## src/hdl/bpid_pkg.sv

```systemverilog
`timescale 1ns / 1ps

package bpid_pkg;

	localparam int FRAC_BITS_DEF = 8;
	localparam int CFG_W         = 31;
	localparam int CFG_IDX_W     = 3;
	localparam int INT_W         = 32;
	localparam int OP_A_W        = 17;
	localparam int OP_B_W        = 32;
	localparam int PROD_W        = OP_A_W + OP_B_W;

	// integration step 0.01 s in Q0.16
	localparam logic signed [OP_B_W-1:0] DT_Q016 = 32'sd655;

	localparam logic [30:0] INT_LIMIT_RST = 31'h7fff_ffff;
	localparam logic [14:0] MAX_SPEED_RST = 15'h7fff;
	localparam logic [14:0] FALL_THR_RST  = 15'h7fff;

	typedef enum logic [CFG_IDX_W-1:0] {
		REG_GAIN_P,
		REG_GAIN_I,
		REG_GAIN_D,
		REG_SPEED_SP,
		REG_ANGLE_OFS,
		REG_INT_LIMIT,
		REG_MAX_SPEED,
		REG_FALL_THR
	} cfg_reg_t;

	typedef struct packed {
		logic signed [15:0] pitch_angle;
		logic signed [15:0] pitch_rate;
	} in_word_t;

	typedef struct packed {
		logic signed [15:0] motor_drive;
		logic               balanced;
	} out_word_t;

	typedef enum logic [1:0] {
		MS_ERR_DT,
		MS_P_ERR,
		MS_I_INT,
		MS_D_RATE
	} mul_sel_t;

	typedef enum logic [2:0] {
		ACC_HOLD,
		ACC_LOAD_SP,
		ACC_ADD,
		ACC_ADD_I,
		ACC_SUB
	} acc_op_t;

	typedef enum logic [2:0] {
		ST_FETCH,
		ST_INC,
		ST_INT,
		ST_P,
		ST_I,
		ST_D,
		ST_OUT
	} step_t;

	typedef struct packed {
		logic     wait_in;
		logic     wait_out;
		mul_sel_t mul_sel;
		acc_op_t  acc_op;
		logic     int_upd;
		logic     out_wr;
		step_t    next;
	} ctrl_t;

	// microprogram: one control word per step
	function automatic ctrl_t ucode(input step_t s);
		ctrl_t c;
		c = '{wait_in: 1'b0, wait_out: 1'b0, mul_sel: MS_ERR_DT, acc_op: ACC_HOLD,
			int_upd: 1'b0, out_wr: 1'b0, next: ST_FETCH};
		unique case (s)
			ST_FETCH: begin
				c.wait_in = 1'b1;
				c.next    = ST_INC;
			end
			ST_INC: begin
				c.mul_sel = MS_ERR_DT;
				c.next    = ST_INT;
			end
			ST_INT: begin
				c.int_upd = 1'b1;
				c.acc_op  = ACC_LOAD_SP;
				c.mul_sel = MS_P_ERR;
				c.next    = ST_P;
			end
			ST_P: begin
				c.acc_op  = ACC_ADD;
				c.mul_sel = MS_I_INT;
				c.next    = ST_I;
			end
			ST_I: begin
				c.acc_op  = ACC_ADD_I;
				c.mul_sel = MS_D_RATE;
				c.next    = ST_D;
			end
			ST_D: begin
				c.acc_op = ACC_SUB;
				c.next   = ST_OUT;
			end
			ST_OUT: begin
				c.wait_out = 1'b1;
				c.out_wr   = 1'b1;
				c.next     = ST_FETCH;
			end
			default: begin
				c.next = ST_FETCH;
			end
		endcase
		return c;
	endfunction

endpackage

```

## src/hdl/balance_pid_controller.sv

```systemverilog
`timescale 1ns / 1ps

// the accepted word passes the inc, int, p, i and d steps and is written to the output
// register in the out step once the output is free; the 7-step microprogram runs
// every product through one shared 17x32 multiplier, and takes a new word only at fetch
// the next input word is taken while a finished result still waits at the output
// reset: gains, setpoint and offset to zero, limits and threshold to full scale,
// integral to zero, sequencer at the fetch step, no result pending
module balance_pid_controller #(
	parameter int FRAC_BITS = bpid_pkg::FRAC_BITS_DEF
) (
	input  logic                           clk,
	input  logic                           arst_n,
	input  logic                           cfg_we,
	input  logic [bpid_pkg::CFG_IDX_W-1:0] cfg_index,
	input  logic [bpid_pkg::CFG_W-1:0]     cfg_data,
	input  logic                           in_valid,
	output logic                           in_ready,
	input  bpid_pkg::in_word_t             in_data,
	output logic                           out_valid,
	input  logic                           out_ready,
	output bpid_pkg::out_word_t            out_data
);
	import bpid_pkg::*;

	localparam int ACC_W = FRAC_BITS + 36;

	logic signed [15:0] gain_p_q, gain_i_q, gain_d_q, speed_sp_q, angle_ofs_q;
	logic [30:0]        int_limit_q;
	logic [14:0]        max_speed_q, fall_thr_q;

	step_t step_q;
	ctrl_t cw;

	logic signed [16:0]        err_q;
	logic signed [15:0]        rate_q;
	logic                      balanced_q;
	logic signed [INT_W-1:0]   integ_q;
	logic signed [PROD_W-1:0]  prod_q;
	logic signed [ACC_W-1:0]   acc_q;
	logic                      out_valid_q;
	out_word_t                 out_data_q;

	logic                      accept;
	logic                      hold;
	logic signed [OP_A_W-1:0]  mul_a;
	logic signed [OP_B_W-1:0]  mul_b;
	logic signed [16:0]        angle_ext;
	logic [16:0]               angle_mag;
	logic signed [32:0]        int_sum;
	logic signed [32:0]        int_lim;
	logic signed [INT_W-1:0]   integ_next;
	logic signed [ACC_W-1:0]   acc_next;
	logic signed [ACC_W-1:0]   acc_shr;
	logic signed [ACC_W-1:0]   drive_lim;
	logic signed [15:0]        drive;

	// configuration registers
	always_ff @(posedge clk or negedge arst_n) begin
		if (!arst_n) begin
			gain_p_q    <= '0;
			gain_i_q    <= '0;
			gain_d_q    <= '0;
			speed_sp_q  <= '0;
			angle_ofs_q <= '0;
			int_limit_q <= INT_LIMIT_RST;
			max_speed_q <= MAX_SPEED_RST;
			fall_thr_q  <= FALL_THR_RST;
		end else if (cfg_we) begin
			unique case (cfg_reg_t'(cfg_index))
				REG_GAIN_P:    gain_p_q    <= cfg_data[15:0];
				REG_GAIN_I:    gain_i_q    <= cfg_data[15:0];
				REG_GAIN_D:    gain_d_q    <= cfg_data[15:0];
				REG_SPEED_SP:  speed_sp_q  <= cfg_data[15:0];
				REG_ANGLE_OFS: angle_ofs_q <= cfg_data[15:0];
				REG_INT_LIMIT: int_limit_q <= cfg_data[30:0];
				REG_MAX_SPEED: max_speed_q <= cfg_data[14:0];
				REG_FALL_THR:  fall_thr_q  <= cfg_data[14:0];
				default: ;
			endcase
		end
	end

	// sequencer
	assign cw       = ucode(step_q);
	assign in_ready = cw.wait_in;
	assign accept   = in_valid && in_ready;
	assign hold     = (cw.wait_in && !in_valid) || (cw.wait_out && out_valid_q && !out_ready);

	always_ff @(posedge clk or negedge arst_n) begin
		if (!arst_n) begin
			step_q <= ST_FETCH;
		end else if (!hold) begin
			step_q <= cw.next;
		end
	end

	// input capture
	assign angle_ext = 17'(in_data.pitch_angle);
	assign angle_mag = angle_ext[16] ? 17'(-angle_ext) : angle_ext;

	always_ff @(posedge clk) begin
		if (accept) begin
			err_q      <= angle_ext - 17'(angle_ofs_q);
			rate_q     <= in_data.pitch_rate;
			balanced_q <= angle_mag < {2'b00, fall_thr_q};
		end
	end

	// shared multiplier
	always_comb begin
		mul_a = OP_A_W'(err_q);
		mul_b = DT_Q016;
		case (cw.mul_sel)
			MS_ERR_DT: begin
				mul_a = OP_A_W'(err_q);
				mul_b = DT_Q016;
			end
			MS_P_ERR: begin
				mul_a = OP_A_W'(gain_p_q);
				mul_b = OP_B_W'(err_q);
			end
			MS_I_INT: begin
				mul_a = OP_A_W'(gain_i_q);
				mul_b = integ_q;
			end
			MS_D_RATE: begin
				mul_a = OP_A_W'(gain_d_q);
				mul_b = OP_B_W'(rate_q);
			end
			default: ;
		endcase
	end

	always_ff @(posedge clk) begin
		prod_q <= PROD_W'(mul_a) * PROD_W'(mul_b);
	end

	// integral with symmetric clamp
	assign int_sum = 33'(integ_q) + 33'(prod_q >>> FRAC_BITS);
	assign int_lim = $signed({2'b00, int_limit_q});

	always_comb begin
		if (int_sum > int_lim) begin
			integ_next = INT_W'(int_lim);
		end else if (int_sum < -int_lim) begin
			integ_next = INT_W'(-int_lim);
		end else begin
			integ_next = int_sum[INT_W-1:0];
		end
	end

	always_ff @(posedge clk or negedge arst_n) begin
		if (!arst_n) begin
			integ_q <= '0;
		end else if (cw.int_upd) begin
			integ_q <= integ_next;
		end
	end

	// drive accumulator, terms carry FRAC_BITS fraction bits
	always_comb begin
		acc_next = acc_q;
		case (cw.acc_op)
			ACC_HOLD:    acc_next = acc_q;
			ACC_LOAD_SP: acc_next = ACC_W'(speed_sp_q) <<< FRAC_BITS;
			ACC_ADD:     acc_next = acc_q + ACC_W'(prod_q);
			ACC_ADD_I:   acc_next = acc_q + ACC_W'(prod_q >>> (16 - FRAC_BITS));
			ACC_SUB:     acc_next = acc_q - ACC_W'(prod_q);
			default:     acc_next = acc_q;
		endcase
	end

	always_ff @(posedge clk) begin
		acc_q <= acc_next;
	end

	// final scale and saturation
	assign acc_shr   = acc_q >>> FRAC_BITS;
	assign drive_lim = ACC_W'($signed({1'b0, max_speed_q}));

	always_comb begin
		if (acc_shr > drive_lim) begin
			drive = 16'(drive_lim);
		end else if (acc_shr < -drive_lim) begin
			drive = 16'(-drive_lim);
		end else begin
			drive = acc_shr[15:0];
		end
	end

	// output register
	always_ff @(posedge clk or negedge arst_n) begin
		if (!arst_n) begin
			out_valid_q <= 1'b0;
		end else if (cw.out_wr && !hold) begin
			out_valid_q <= 1'b1;
		end else if (out_ready) begin
			out_valid_q <= 1'b0;
		end
	end

	always_ff @(posedge clk) begin
		if (cw.out_wr && !hold) begin
			out_data_q.motor_drive <= drive;
			out_data_q.balanced    <= balanced_q;
		end
	end

	assign out_valid = out_valid_q;
	assign out_data  = out_data_q;

endmodule

```

## config.mk

```make
export PLATFORM = sky130hd
export DESIGN_NAME = balance_pid_controller
export DESIGN_NICKNAME = d
export VERILOG_FILES = /design/src/hdl/bpid_pkg.sv /design/src/hdl/balance_pid_controller.sv
export SDC_FILE = /design/constraint.sdc
export NUM_CORES = 2
export LEC_CHECK = 0
export BUFFER_PORTS_ARGS = -buffer_cell sky130_fd_sc_hd__buf_2
export CAP_MARGIN = 20
export CORE_MARGIN = 3
export CORE_UTILIZATION = 53
export DETAILED_ROUTE_END_ITERATION = 8
export PLACE_DENSITY_LB_ADDON = 0.25
export SLEW_MARGIN = 40
export SYNTH_ARGS = -nofsm -noshare
export SYNTH_HDL_FRONTEND = slang
export SYNTH_SLANG_ARGS = --single-unit
```

## constraint.sdc

```tcl
create_clock -name clk -period 8.1 [get_ports clk]
set_clock_uncertainty 0.15 [all_clocks]
set_input_delay 1.62 -clock clk [delete_from_list [all_inputs] [get_ports clk]]
set_output_delay 1.62 -clock clk [all_outputs]
set_load 0.1 [all_outputs]
```

### Word level (Yosys, flattened, before mapping)

Index checks and enable logic that the tools add are counted.
Widths: inputs -> output; s select.

* flip-flop bits (word level): 321
* input port bits: 71
* output and inout port bits: 19
* logic and storage cells: 91

* add/subtract/negate cells: 8
* multipliers: 1
* magnitude comparators: 5
* equality and inequality tests: 20
* mux-type cells: 16
* reduce and logical (&&, ||, !) cells: 22

Operators by type and width (count)
* $pmux 44 s4: 1
* $pmux 32 s4: 1
* $pmux 17 s4: 1
* $mux 32: 2
* $mul 17x32->49: 1
* $add 44x41->44: 1
* $add 44x44->44: 1
* $lt 36x44->1: 1
* $neg 15->44: 1
* $sub 44x44->44: 1
* $gt 36x16->1: 1
* $add 32x33->33: 1
* $gt 33x32->1: 1
* $lt 33x33->1: 1
* $neg 31->33: 1
* $eq 3x3->1 const B: 8
* $eq 3x2->1 const B: 6
* $pmux 3 s6: 1
* $lt 17x15->1: 1
* $mux 17: 1
* $neg 16->17: 1
* $sub 16x16->17: 1
* $mux 16: 1
* $reduce_and 2->1: 8
* other kinds (14): 28

### Depth between registers and ports, before layout

* depth in word-level cells: 8
* gate-level depth with buffers: 33
* mapped depth without buffers: 30

### Worst setup path before layout

Ideal clock, no wire load.

* kind: reg2reg
* start point: reg step_q[0]
* end point: reg prod_q[43]
* library setup time: 0.126 ns
* arrival: 7.795 ns
* required time: 7.824 ns
* slack: 0.029 ns
* cell stages (with the launch flop): 28
* buffers on the path: 3
* cells stage by stage: dfrtp_1 -> buf_1 -> clkbuf_1 -> clkbuf_1 -> mux2_2 -> o22ai_1 -> nor2_1 -> fa_1 -> inv_1 -> fa_1 -> fa_1 -> inv_1 -> fa_1 -> fa_1 -> inv_1 -> fa_1 -> inv_1 -> ha_1 -> a21o_1 -> a221o_1 -> a21oi_1 -> or2_2 -> o31ai_1 -> a2111oi_0 -> o21ai_0 -> a21oi_1 -> o21bai_1 -> xor2_1

* cells in the longest elaborated chain, start to end: 5

RTL lines
* start, declared: RTL line balance_pid_controller.sv:32 `step_t step_q;`
* start signal, assigned: RTL line balance_pid_controller.sv:94 `step_q <= cw.next;`
* $eq 3x3->1 / $eq 3x2->1 (equally long branches): RTL line bpid_pkg.sv:81 `unique case (s)`
* $pmux 2 s3 (*): RTL line bpid_pkg.sv:81
* $eq 2x2->1 (tied with other cells): RTL line balance_pid_controller.sv:114 `case (cw.mul_sel)`
* $pmux 17 s4 / $pmux 32 s4 (equally long branches): RTL line balance_pid_controller.sv:114
* $mul 17x32->49 (*): RTL line balance_pid_controller.sv:136 `prod_q <= PROD_W'(mul_a) * PROD_W'(mul_b);`
* end signal, assigned: RTL line balance_pid_controller.sv:136
* end, declared: RTL line balance_pid_controller.sv:39 `logic signed [PROD_W-1:0] prod_q;`

Every way passes the cells marked *; elsewhere a longest branch is shown, timed or not.
A chain may end at the register's enable or synchronous reset.

### Worst setup path after layout

* start point: reg step_q[0]
* end point: reg prod_q[47]

Same word-level chain as after synthesis.

==> reports/summary.json <==
{
  "outcome": {"value": "complete, no violations"},
  "multiInputGateArea": {"value": 30860, "unit": "um^2"},
  "fp-row-count": {"value": 103},
  "first_iter_violations": {"value": 3165},
  "cell_with_the_largest_stage_delay_on_the_worst_path": {"value": "sky130_fd_sc_hd__fa_1"},
  "pre_cts_slack": {"value": -0.1884, "unit": "ns"},
  "slowest_stage_delay_on_critical_path": {"value": 0.53, "unit": "ns"},
  "dr.pass1.iters": {"value": 9},
  "clkLatencyLatePin": {"value": 0.59, "unit": "ns"},
  "nets": {"value": 5852},
  "synthesis.area": {"value": 42350, "unit": "um^2"},
  "detailroute.via_count": {"value": 35380},
  "fin_crit": {"value": 7.837, "unit": "ns"},
  "fin_area": {"value": 46640, "unit": "um^2"},
  "cts_max_level": {"value": 2},
  "grt.total_usage": {"value": 0.3305},
  "route.detailed.wl_per_inst": {"value": 22.57, "unit": "um"},
  "die_width": {"value": 288.7, "unit": "um"},
  "first_global_vias": {"value": 35480},
  "finalSetupViolCount": {"value": 0},
  "synth_cells": {"value": 4751},
  "placed_cell_area": {"value": 45180, "unit": "um^2"},
  "drc": {"value": 0},
  "drv_slew": {"value": 0},
  "synth_sequential_area_ratio": {"value": 0.1969},
  "synth-edff-count": {"value": 95},
  "tritoncts_clock_tree": {"value": "yes"},
  "tritoncts.num_buffers": {"value": 40},
  "crit_path_end_kind": {"value": "register"},
  "worst_ep_required_time": {"value": 8.41, "unit": "ns"},
  "dominantRegCellSynth": {"value": "sky130_fd_sc_hd__dfrtp_1"},
  "post-route-worst-setup-slack": {"value": 0.2633, "unit": "ns"},
  "tns": {"value": 0, "unit": "ns"},
  "synth_cell_types": {"value": 87},
  "worst-slew-pin-transition": {"value": 0.9695, "unit": "ns"},
  "overflow": {"value": 0},
  "antenna_found_initial": {"value": 7},
  "max_freq": {"value": 0.1276, "unit": "GHz"},
  "cap_violations": {"value": 0},
  "fill_cells": {"value": 7075},
  "timing.final.crit_share": {"value": 0.9675},
  "area_grow_syn2layout": {"value": 10.13, "unit": "%"},
  "number_of_synthesis_warnings": {"value": 0},
  "cts_buffer_depth": {"value": 3},
  "routed_wire_length": {"value": 135300, "unit": "um"},
  "type_of_the_most_critical_hold_path": {"value": "register to register"},
  "die_area": {"value": 83330, "unit": "um^2"},
  "critical_path.most_common_cell": {"value": "sky130_fd_sc_hd__fa_1"},
  "detail_route.vias_per_cell": {"value": 5.903},
  "clk_pin_slew": {"value": 0.06, "unit": "ns"},
  "post-synth-top-area-fraction": {"value": 0.2477},
  "antenna_violation_net_count_after_detailed_routing": {"value": 0},
  "finalWeightedCongestion": {"value": 1.042},
  "timing.critical_path.from_type": {"value": "register"},
  "clock-sinks": {"value": 321},
  "fraction_of_final_layout_cells_with_drive_strength_greater_than_1": {"value": 0.1319},
  "final_hold_viol_count": {"value": 0},
  "synth_register_bits": {"value": 321},
  "synthesis.area_per_instance": {"value": 8.913, "unit": "um^2"},
  "grt_setup_unrepaired": {"value": "false"},
  "setup.worst_path.class": {"value": "register to register"},
  "grt_first_pass_wirelength": {"value": 209900, "unit": "um"},
  "dp_hpwl": {"value": 110800, "unit": "um"},
  "worst_ep_arrival_time": {"value": 8.15, "unit": "ns"},
  "post_synth_main_area_contributors": {"value": "sky130_fd_sc_hd__fa_1, sky130_fd_sc_hd__ha_1, sky130_fd_sc_hd__dfrtp_1"},
  "area.sequential": {"value": 8341, "unit": "um^2"},
  "grt_start_max_net_pins": {"value": 67},
  "worst_slew_margin_rel": {"value": 0.3487},
  "whs": {"value": 0.2903, "unit": "ns"},
  "critical_path_peak_fanout": {"value": 18},
  "initial_core_util": {"value": 0.5352},
  "core-area": {"value": 79130, "unit": "um^2"},
  "die_y": {"value": 288.7, "unit": "um"},
  "boundaryPins": {"value": 90},
  "synth_async_sr_flop_share": {"value": 0.5514},
  "yosys.area.top_type": {"value": "sky130_fd_sc_hd__fa_1"},
  "postSynthNetCount": {"value": 5693},
  "clk_root_buffer_cell": {"value": "sky130_fd_sc_hd__clkbuf_16"},
  "io_buffers": {"value": 89}
}
-- registers in the layout (all words and copies together) (netlist names), 15 cells and up --
register / flops
prod_q: 49
acc_q: 44
integ_q: 32
int_limit_q: 31
err_q: 17
out_data: 17
angle_ofs_q: 16
gain_d_q: 16
gain_i_q: 16
gain_p_q: 16
rate_q: 16
speed_sp_q: 16
fall_thr_q: 15
max_speed_q: 15
-- stage by stage --
| step | instances | utilization |
|---|---|---|
| floorplan | 4751 | - |
| global placement | 5913 | 0.5705 |
| detailed placement | 5913 | 0.5709 |
| CTS | 5987 | 0.5879 |
| global route | 5992 | 0.5893 |
| finish | 5994 | 0.5894 |
-- cell type report --
cell class,count,share of cell area
Sequential cell,321,0.1788
Inverter,703,0.05658
Clock inverter,24,0.005258
Tap cell,1050,0.02817
Multi-Input combinational cell,3541,0.6616
Antenna cell,2,0.0001073
Timing Repair Buffer,303,0.04609
Clock buffer,50,0.02337
-- worst paths after layout --
| kind | from | endpoint | slack [ns] | cells after the start |
|---|---|---|---|---|
| setup / recovery | step_q[0] | prod_q[47] | 0.26 | 30 |
| hold / removal | balanced_q | out_data[0] | 0.29 | 0 |
| setup reg to reg | step_q[0] | prod_q[47] | 0.26 | 30 |
| hold reg to reg | balanced_q | out_data[0] | 0.29 | 0 |
| max in group asynchronous | arst_n | step_q[0] | 5.72 | 2 |
| min in group asynchronous | arst_n | integ_q[20] | 0.86 | 1 |
-- cells in the final DEF (no fill, tap or decap), types with 18 or more instances in the layout --
master	instances
sky130_fd_sc_hd__fa_1	523
sky130_fd_sc_hd__or2_2	18
sky130_fd_sc_hd__dfstp_2	61
sky130_fd_sc_hd__and3_1	25
sky130_fd_sc_hd__buf_2	88
sky130_fd_sc_hd__nand3_1	47
sky130_fd_sc_hd__nor4_1	26
sky130_fd_sc_hd__nor2b_1	29
sky130_fd_sc_hd__a21oi_1	219
sky130_fd_sc_hd__edfxtp_1	95
sky130_fd_sc_hd__nand2b_1	40
sky130_fd_sc_hd__inv_1	702
sky130_fd_sc_hd__a221oi_1	18
sky130_fd_sc_hd__a21o_1	116
sky130_fd_sc_hd__o22ai_1	19
sky130_fd_sc_hd__nand4_1	40
sky130_fd_sc_hd__clkbuf_16	41
sky130_fd_sc_hd__xor2_1	56
sky130_fd_sc_hd__buf_4	206
sky130_fd_sc_hd__o21bai_1	19
sky130_fd_sc_hd__xnor2_1	150
sky130_fd_sc_hd__mux2_2	142
sky130_fd_sc_hd__mux2i_1	74
sky130_fd_sc_hd__o211ai_1	24
sky130_fd_sc_hd__nand2_1	516
sky130_fd_sc_hd__ha_1	347
sky130_fd_sc_hd__a31oi_1	20
sky130_fd_sc_hd__dfrtp_1	115
sky130_fd_sc_hd__o21ai_0	200
sky130_fd_sc_hd__nor3_1	63
sky130_fd_sc_hd__o21a_1	47
sky130_fd_sc_hd__and2_1	20
sky130_fd_sc_hd__dfxtp_1	49
sky130_fd_sc_hd__or3_1	21
sky130_fd_sc_hd__nor2_1	464
sky130_fd_sc_hd__a211oi_1	32
sky130_fd_sc_hd__o31ai_1	21
-- critical path: cells and delay by family, from the launching register on --
kind	cells	cell delay [ns]
fa+ha+maj	7	3.15
compound gates	9	1.88
buf+inv	8	1.06
simple gates	4	0.53
flops	1	0.48
mux	1	0.29
xor+xnor	1	0.16
-- kinds of logic after synthesis --
logic type,after synthesis,synth area share
xor+xnor,206,0.04261
fa+ha+maj,871,0.3502
mux,217,0.05549
simple gates,1380,0.1459
buf+inv,890,0.07901
flops,321,0.1969
compound gates,866,0.1298
-- routing by layer --
metal	vias up	routed length [um]	global-route usage
li1	16100	-	-
met1	17330	54340	0.4356
met2	1564	61760	0.5275
met3	383	11150	0.05959
met4	2	8014	0.1628
met5	-	14	0
-- cell usage after synthesis (all sizes together), types with 95 or more instances --
cell,instances
clkbuf,168
fa,524
inv,703
ha,347
a21o,117
mux2,142
dfrtp,116
nor2,466
a21oi,225
edfxtp,95
xnor2,150
nand2,517
o21ai,219
-- what timing repair did --
action | in CTS | in global routing
buffers inserted | 0 | 2
pin swaps | 0 | 2
hold buffers | 0 | 0
setup endpoints to repair | 3 | 12
cloned | 0 | 1
resized for setup | 2 | 20
Power is left out: the tool's default activity adds up to more than one toggle a clock period on the data nets, which glitch-free logic cannot reach.
